### config.mk
export PLATFORM = sky130hd
export DESIGN_NAME = star_wildcard_matcher
export DESIGN_NICKNAME = d
export VERILOG_FILES = /design/src/swm_pkg.sv /design/src/swm_closure.sv /design/src/swm_engine.sv /design/src/star_wildcard_matcher.sv
export SDC_FILE = /design/constraint.sdc
export NUM_CORES = 1
export LEC_CHECK = 0
export ABC_AREA = 1
export BUFFER_PORTS_ARGS = -buffer_cell sky130_fd_sc_hd__buf_2
export CORE_UTILIZATION = 65
export CTS_CLUSTER_DIAMETER = 40
export DETAILED_ROUTE_END_ITERATION = 8
export PLACE_DENSITY_LB_ADDON = 0.15
export SLEW_MARGIN = 20
export SYNTH_ARGS = -nofsm -noshare
export SYNTH_HDL_FRONTEND = slang
export SYNTH_SLANG_ARGS = --single-unit
export TNS_END_PERCENT = 10
### constraint.sdc
create_clock -name clk -period 4.8 [get_ports clk]
set_input_delay 1.2 -clock clk [delete_from_list [all_inputs] [get_ports clk]]
set_output_delay 1.2 -clock clk [all_outputs]
set_load 0.005 [all_outputs]
### src/swm_pkg.sv
// Shared types, codes and constants for the star wildcard matcher.
package swm_pkg;

    localparam int PAT_MAX_DEF = 16;
    localparam logic [7:0] STAR_BYTE = 8'd42;

    typedef enum logic [1:0] {
        FUNC_CLEAR  = 2'd0,
        FUNC_APPEND = 2'd1,
        FUNC_TEXT   = 2'd2,
        FUNC_END    = 2'd3
    } func_t;

    typedef struct packed {
        logic       go;
        func_t      func;
        logic [7:0] symbol;
    } cmd_t;

    typedef struct packed {
        logic matched;
        logic overflow;
    } result_t;

endpackage

### src/swm_closure.sv
// Star closure of a prefix set, done as one carry chain through the star positions.
module swm_closure #(
    parameter int N = 17
) (
    input  logic [N-1:0] seed,
    input  logic [N-1:0] prop,
    output logic [N-1:0] closed
);
    logic [N:0] a_ext;
    logic [N:0] s_ext;
    logic [N:0] sum;
    logic [N:0] carry;

    // A set bit generates a carry; a star position passes it on to the next bit.
    always_comb
    begin
        a_ext  = {1'b0, seed | prop};
        s_ext  = {1'b0, seed};
        sum    = a_ext + s_ext;
        carry  = sum ^ a_ext ^ s_ext;
        closed = seed | (carry[N-1:0] & prop);
    end

endmodule

### src/swm_engine.sv
// Pattern store, pattern length, prefix-set automaton and overflow flag.
module swm_engine #(
    parameter int PAT_MAX = swm_pkg::PAT_MAX_DEF
) (
    input  logic             clk,
    input  logic             rst_n,
    input  swm_pkg::cmd_t    cmd,
    output swm_pkg::result_t res
);
    import swm_pkg::*;

    localparam int N     = PAT_MAX + 1;
    localparam int LEN_W = $clog2(PAT_MAX + 1);
    localparam int IDX_W = (PAT_MAX > 1) ? $clog2(PAT_MAX) : 1;

    logic [7:0]       pat_mem [PAT_MAX];
    logic [LEN_W-1:0] len_reg;
    logic [LEN_W-1:0] len_next;
    logic [N-1:0]     prefix_reg;
    logic [N-1:0]     prefix_next;
    logic             ovf_reg;
    logic             ovf_next;

    logic [PAT_MAX-1:0] live;
    logic [PAT_MAX-1:0] is_star;
    logic [PAT_MAX-1:0] is_hit;
    logic [N-1:0]       step_raw;
    logic [N-1:0]       prop;
    logic [N-1:0]       step_closed;
    logic [N-1:0]       restart_closed;
    logic               room;
    logic               mem_we;
    logic [LEN_W-1:0]   len_plus;

    always_comb
    begin
        for (int i = 0; i < PAT_MAX; i++)
        begin
            live[i]    = (LEN_W'(i) < len_reg);
            is_star[i] = (pat_mem[i] == STAR_BYTE);
            is_hit[i]  = (pat_mem[i] == cmd.symbol);
        end
    end

    // One text byte moves every live prefix: a star keeps it, a literal hit advances it.
    always_comb
    begin
        step_raw = '0;
        prop     = '0;
        for (int i = 0; i < PAT_MAX; i++)
        begin
            if (prefix_reg[i] && live[i] && is_star[i])
            begin
                step_raw[i] = 1'b1;
            end
            if (prefix_reg[i] && live[i] && !is_star[i] && is_hit[i])
            begin
                step_raw[i + 1] = 1'b1;
            end
            prop[i + 1] = live[i] && is_star[i];
        end
    end

    swm_closure #(
        .N(N)
    ) u_closure (
        .seed  (step_raw),
        .prop  (prop),
        .closed(step_closed)
    );

    // A restarted text holds the empty prefix and every run of leading stars after it.
    swm_closure #(
        .N(N)
    ) u_restart (
        .seed  (N'(1)),
        .prop  (prop),
        .closed(restart_closed)
    );

    assign room     = (len_reg < LEN_W'(PAT_MAX));
    assign len_plus = len_reg + LEN_W'(1);

    // The stored prefix set is kept closed under stars at all times.
    always_comb
    begin
        len_next    = len_reg;
        prefix_next = prefix_reg;
        ovf_next    = ovf_reg;
        mem_we      = 1'b0;
        if (cmd.go)
        begin
            unique case (cmd.func)
                FUNC_CLEAR:
                begin
                    len_next    = '0;
                    ovf_next    = 1'b0;
                    prefix_next = N'(1);
                end
                FUNC_APPEND:
                begin
                    if (room)
                    begin
                        mem_we   = 1'b1;
                        len_next = len_plus;
                        if ((cmd.symbol == STAR_BYTE) && prefix_reg[len_reg])
                        begin
                            prefix_next[len_plus] = 1'b1;
                        end
                    end
                    else
                    begin
                        ovf_next = 1'b1;
                    end
                end
                FUNC_TEXT:
                begin
                    prefix_next = step_closed;
                end
                FUNC_END:
                begin
                    prefix_next = restart_closed;
                end
                default:
                begin
                    prefix_next = prefix_reg;
                end
            endcase
        end
    end

    assign res.matched  = prefix_reg[len_reg];
    assign res.overflow = ovf_reg;

    always_ff @(posedge clk)
    begin
        if (mem_we)
        begin
            pat_mem[len_reg[IDX_W-1:0]] <= cmd.symbol;
        end
    end

    always_ff @(posedge clk or negedge rst_n)
    begin
        if (!rst_n)
        begin
            len_reg    <= '0;
            prefix_reg <= N'(1);
            ovf_reg    <= 1'b0;
        end
        else
        begin
            len_reg    <= len_next;
            prefix_reg <= prefix_next;
            ovf_reg    <= ovf_next;
        end
    end

endmodule

### src/star_wildcard_matcher.sv
// Top level of the star wildcard matcher: input register, engine and result register.
//
//   channel  | handshake                | fields
//   ---------+--------------------------+------------------
//   input    | in_valid / in_stall      | func, symbol
//   result   | out_valid / out_stall    | matched, overflow
//
// Each word is executed by the engine while it sits in the input register. One word per
// cycle is sustained while no end-of-text word waits; the result word of an end-of-text
// word is loaded into the result register when the engine executes it, and no other
// word gives a result.
// Reset empties the pattern, clears the overflow flag and the text state, and drops any
// pending word. The pattern store itself is not cleared.
// An end-of-text word waits in the input register while the result register is full and
// stalled, and then in_stall is raised; all other words never wait.
module star_wildcard_matcher #(
    parameter int PAT_MAX = swm_pkg::PAT_MAX_DEF
) (
    input  logic       clk,
    input  logic       rst_n,
    input  logic       in_valid,
    output logic       in_stall,
    input  logic [1:0] func,
    input  logic [7:0] symbol,
    output logic       out_valid,
    input  logic       out_stall,
    output logic       matched,
    output logic       overflow
);
    import swm_pkg::*;

    logic       s1_valid_reg;
    logic       s1_valid_next;
    func_t      func_reg;
    logic [7:0] symbol_reg;
    logic       out_valid_reg;
    logic       out_valid_next;
    logic       matched_reg;
    logic       overflow_reg;

    logic       out_free;
    logic       s1_go;
    logic       in_take;
    logic       res_load;
    cmd_t       cmd;
    result_t    res;

    assign out_free = !out_valid_reg || !out_stall;
    assign s1_go    = s1_valid_reg && ((func_reg != FUNC_END) || out_free);
    assign in_stall = s1_valid_reg && !s1_go;
    assign in_take  = in_valid && !in_stall;
    assign res_load = s1_go && (func_reg == FUNC_END);

    assign cmd.go     = s1_go;
    assign cmd.func   = func_reg;
    assign cmd.symbol = symbol_reg;

    swm_engine #(
        .PAT_MAX(PAT_MAX)
    ) u_engine (
        .clk  (clk),
        .rst_n(rst_n),
        .cmd  (cmd),
        .res  (res)
    );

    always_comb
    begin
        s1_valid_next = in_take || (s1_valid_reg && !s1_go);
        if (res_load)
        begin
            out_valid_next = 1'b1;
        end
        else if (!out_stall)
        begin
            out_valid_next = 1'b0;
        end
        else
        begin
            out_valid_next = out_valid_reg;
        end
    end

    always_ff @(posedge clk)
    begin
        if (in_take)
        begin
            func_reg   <= func_t'(func);
            symbol_reg <= symbol;
        end
        if (res_load)
        begin
            matched_reg  <= res.matched;
            overflow_reg <= res.overflow;
        end
    end

    always_ff @(posedge clk or negedge rst_n)
    begin
        if (!rst_n)
        begin
            s1_valid_reg  <= 1'b0;
            out_valid_reg <= 1'b0;
        end
        else
        begin
            s1_valid_reg  <= s1_valid_next;
            out_valid_reg <= out_valid_next;
        end
    end

    assign out_valid = out_valid_reg;
    assign matched   = matched_reg;
    assign overflow  = overflow_reg;

endmodule

==> reports/metrics.csv <==
stage,metric,value,unit
detailed_routing,# DRC,0,
sta,final worst path period need,3490,ps
synthesis,Synth Flop Type,edfxtp_1,
setup_path,CP arrival,3560,ps
synthesis,Netlist cell types,52,
cells_and_area,layout cells sized above 1,0.0704,
cells_and_area,Syn-to-layout area delta,8.82,%
grt,largest net degree at the start of global routing,34,
place,DP HPWL,20.8,mm
cts,Post-CTS Hold Buffers,0,
cells_and_area,max FFs per register,128,
setup_path,Critical Path Most Common Cell,nor2_1,
detailed_routing,Via density,5.86,
floorplan,core box area,15400,sq um
synthesis,"EDFF count, synth",140,
sta,"Hold Vio Cnt, Final",0,
sta,f_max,0.286,GHz
synthesis,ranking of synthesized cells by area,"edfxtp_1 40%, nand2_1 16%, nor2_1 7.6%, inv_1 7.2%, dfrtp_1 5.8%",
synthesis,YS warnings,0,
synthesis,Yosys top cell area share,0.405,
detailed_routing,Routed WL,30.6,mm
setup_path,RR Endpoint,u_engine.pat_mem[1][1]$_DFFE_PP_,
detailed_routing,Initial DRT Pass Iterations,7,
cts,Worst-path clk slew,60,ps
sta,# setup viols final,0,
cts,H-Tree Level Count,4,
power_and_ir_drop,Static Leak,0.00506,uW
synthesis,syn_area_per_cell,7.42,sq um
sta,count of final max-slew check failures,0,
run,Max-Cap Viols,0,
floorplan,Die Y-Extent,128,um
cts,CTS Buf Count,17,
hold_path,hold path endpoint,overflow$_DFFE_PP_,
grt,global-route wire length before repair,47.1,mm
cts,CTS tree,done,
cts,root buf cell,clkbuf_16,
synthesis,cell area after synthesis,10400,sq um
cts,post-CTS resize count,0,
synthesis,synthesized instance count,1401,
setup_path,r2r startpoint,func_reg[1]$_DFFE_PP_,
sta,setup TNS,0,ps
grt,total grt overflow,0,
grt,vias in the first global route,9026,
hold_path,HP Start,u_engine.ovf_reg$_DFFE_PN0P_,
setup_path,Worst setup SP type,flip-flop,
synthesis,"Seq/Total Area, Yosys",0.465,
synthesis,"flops & latches, synth",165,
setup_path,Worst Setup End Kind,flip-flop,
cts,postcts setup bufs,0,
setup_path,CP Cell Sequence,"nor2_1, clkinv_1, nor2_1, nand2_1, inv_1, nand2_1, nor2_1",
setup_path,critical path type,flip-flop to flip-flop,
place,PortBufs,17,
detailed_routing,detailed-route via count,9643,
power_and_ir_drop,Pwr Density,303,nW/um^2
grt,initial antenna violation count,0,
hold_path,Hold Path Depth,0,
setup_path,WP data required,4870,ps
sta,relative slew slack,0.329,
cts,Skew-Pair Late Insertion Delay,440,ps
floorplan,Ports,18,
cts,CTS max path bufs,2,
sta,RSZ-0062 raised after global routing,false,
synthesis,Synth area leader,edfxtp_1,
floorplan,std cell rows,45,
detailed_routing,DRT antenna net count,0,
floorplan,die area,16500,sq um
synthesis,"count leader, synth",nand2_1,
floorplan,die width,128,um
cells_and_area,nets@finish,1442,
place,GP Congestion,1.05,
grt,GR Util All Layers,0.389,
detailed_routing,average wire per standard cell,18.6,um
setup_path,R2R depth,7,
synthesis,Post-Syn Nets,1422,
setup_path,Worst path max stage delay,610,ps
setup_path,CP max stage cell,nor2_1,
cells_and_area,Final Util,0.733,
sta,Clock Skews,8.96,ps
setup_path,peak fanout along the critical path,11,
sta,Worst-Margin Slew,999,ps
synthesis,synth cell count leaders,"445 x nand2_1, 211 x nor2_1, 199 x inv_1, 140 x edfxtp_1, 70 x nand3_1",
setup_path,reg2reg setup slack,1310,ps
status,outcome,"complete, no violations",
hold_path,Tightest Hold Check Type,flip-flop to flip-flop,
power_and_ir_drop,VDD IR max,0.000356,V
cts,TritonCTS Sinks,165,
detailed_routing,DR iter-0 viols,1098,
sta,fin crit share,0.727,
synthesis,asr flop ratio synth,0.152,
floorplan,Starting Density,0.674,
[logic make-up (layout without fill, tap and decap cells)]
| group | after synthesis | in the layout | share of synthesized area |
|---|---|---|---|
| and+or+nand+nor | 840 | 840 | 0.341 |
| AOI/OAI and AO/OA | 109 | 109 | 0.0583 |
| DFF | 165 | 165 | 0.465 |
| xor gates and xnor gates | 42 | 42 | 0.0354 |
| buffers and inverters | 238 | 271 | 0.0917 |
| adders and majority gates | 7 | 7 | 0.00843 |
| other | 0 | 1 | 0 |
[worst max path at each step]
stage | cells past startpoint | slack, ps | start | endpoint
after floorplan | 3 | 2040 | out_stall | u_engine.pat_mem[11][0]$_DFFE_PP_
after global placement | 6 | 1450 | out_stall | u_engine.pat_mem[0][6]$_DFFE_PP_
after detailed placement | 6 | 1390 | out_stall | u_engine.pat_mem[4][3]$_DFFE_PP_
after CTS | 7 | 1490 | func_reg[1]$_DFFE_PP_ | u_engine.pat_mem[4][1]$_DFFE_PP_
after global routing | 7 | 1080 | func_reg[1]$_DFFE_PP_ | u_engine.pat_mem[4][1]$_DFFE_PP_
final | 7 | 1310 | func_reg[1]$_DFFE_PP_ | u_engine.pat_mem[1][1]$_DFFE_PP_
[final cells by class]
cell class | count | area [sq um]
clock inverters | 13 | 194
repair buffers | 28 | 180
well taps | 211 | 264
multi-input cells | 998 | 4610
diodes | 1 | 2.50
inverters | 211 | 792
fillers | 1246 | 4120
clock buffers | 19 | 433
flip-flops and latches | 165 | 4830
[metal layers]
layer / track usage / share of wire / vias up / wire [um]
li1: - / - / 4530 / -
met1: 0.504 / 0.39 / 4423 / 12000
met2: 0.604 / 0.45 / 556 / 13700
met3: 0.0836 / 0.11 / 134 / 3240
met4: 0.232 / 0.052 / 0 / 1590
met5: 0 / 0 / - / 0
[stage by stage]
| step | cells | power (uW) | hold WS (ps) | setup WS (ps) | instance area (sq um) |
|---|---|---|---|---|---|
| 3_3_place_gp | 1613 | 1960 | 439 | 1450 | 10700 |
| 6_report | 1646 | 3430 | 458 | 1310 | 11300 |
| 5_1_grt | 1645 | 3510 | 469 | 1080 | 11300 |
| 4_1_cts | 1645 | 3410 | 462 | 1490 | 11300 |
| 3_5_place_dp | 1613 | 1970 | 436 | 1390 | 10700 |
| 2_1_floorplan | 1401 | 1850 | 419 | 2040 | 10400 |
[worst max-delay path, delay by kind of cell, from the launching register on]
| kind | cells | cell delay, ps |
|---|---|---|
| and+or+nand+nor | 5 | 1970 |
| buffers and inverters | 2 | 720 |
| DFF | 1 | 430 |
[cell usage in the layout (no fill, tap or decap), types with 3 or more instances in the layout]
| master | instances |
|---|---|
| nor4_1 | 9 |
| nor3_1 | 24 |
| nand2_2 | 6 |
| a21oi_1 | 36 |
| nor2_1 | 211 |
| or2_2 | 8 |
| inv_1 | 199 |
| clkinv_1 | 3 |
| bufinv_16 | 4 |
| nand3_2 | 4 |
| ha_1 | 7 |
| inv_6 | 3 |
| clkbuf_16 | 17 |
| nand4_1 | 37 |
| nor2_2 | 5 |
| buf_4 | 10 |
| nor3_2 | 3 |
| dfrtp_1 | 24 |
| o21ai_0 | 45 |
| nand2_1 | 445 |
| xor2_1 | 7 |
| buf_2 | 17 |
| o211ai_1 | 4 |
| nand3_1 | 70 |
| o21ai_1 | 4 |
| inv_2 | 10 |
| xnor2_1 | 35 |
| o22ai_1 | 6 |
| nand3b_1 | 5 |
| edfxtp_1 | 140 |
[where the power goes]
| group | switching [uW] | internal [uW] |
|---|---|---|
| clock network | 595 | 881 |
| registers | 44.0 | 1580 |
| logic | 237 | 89.1 |
| total | 876 | 2550 |
No activity file was read; power rests on OpenSTA's default activity.
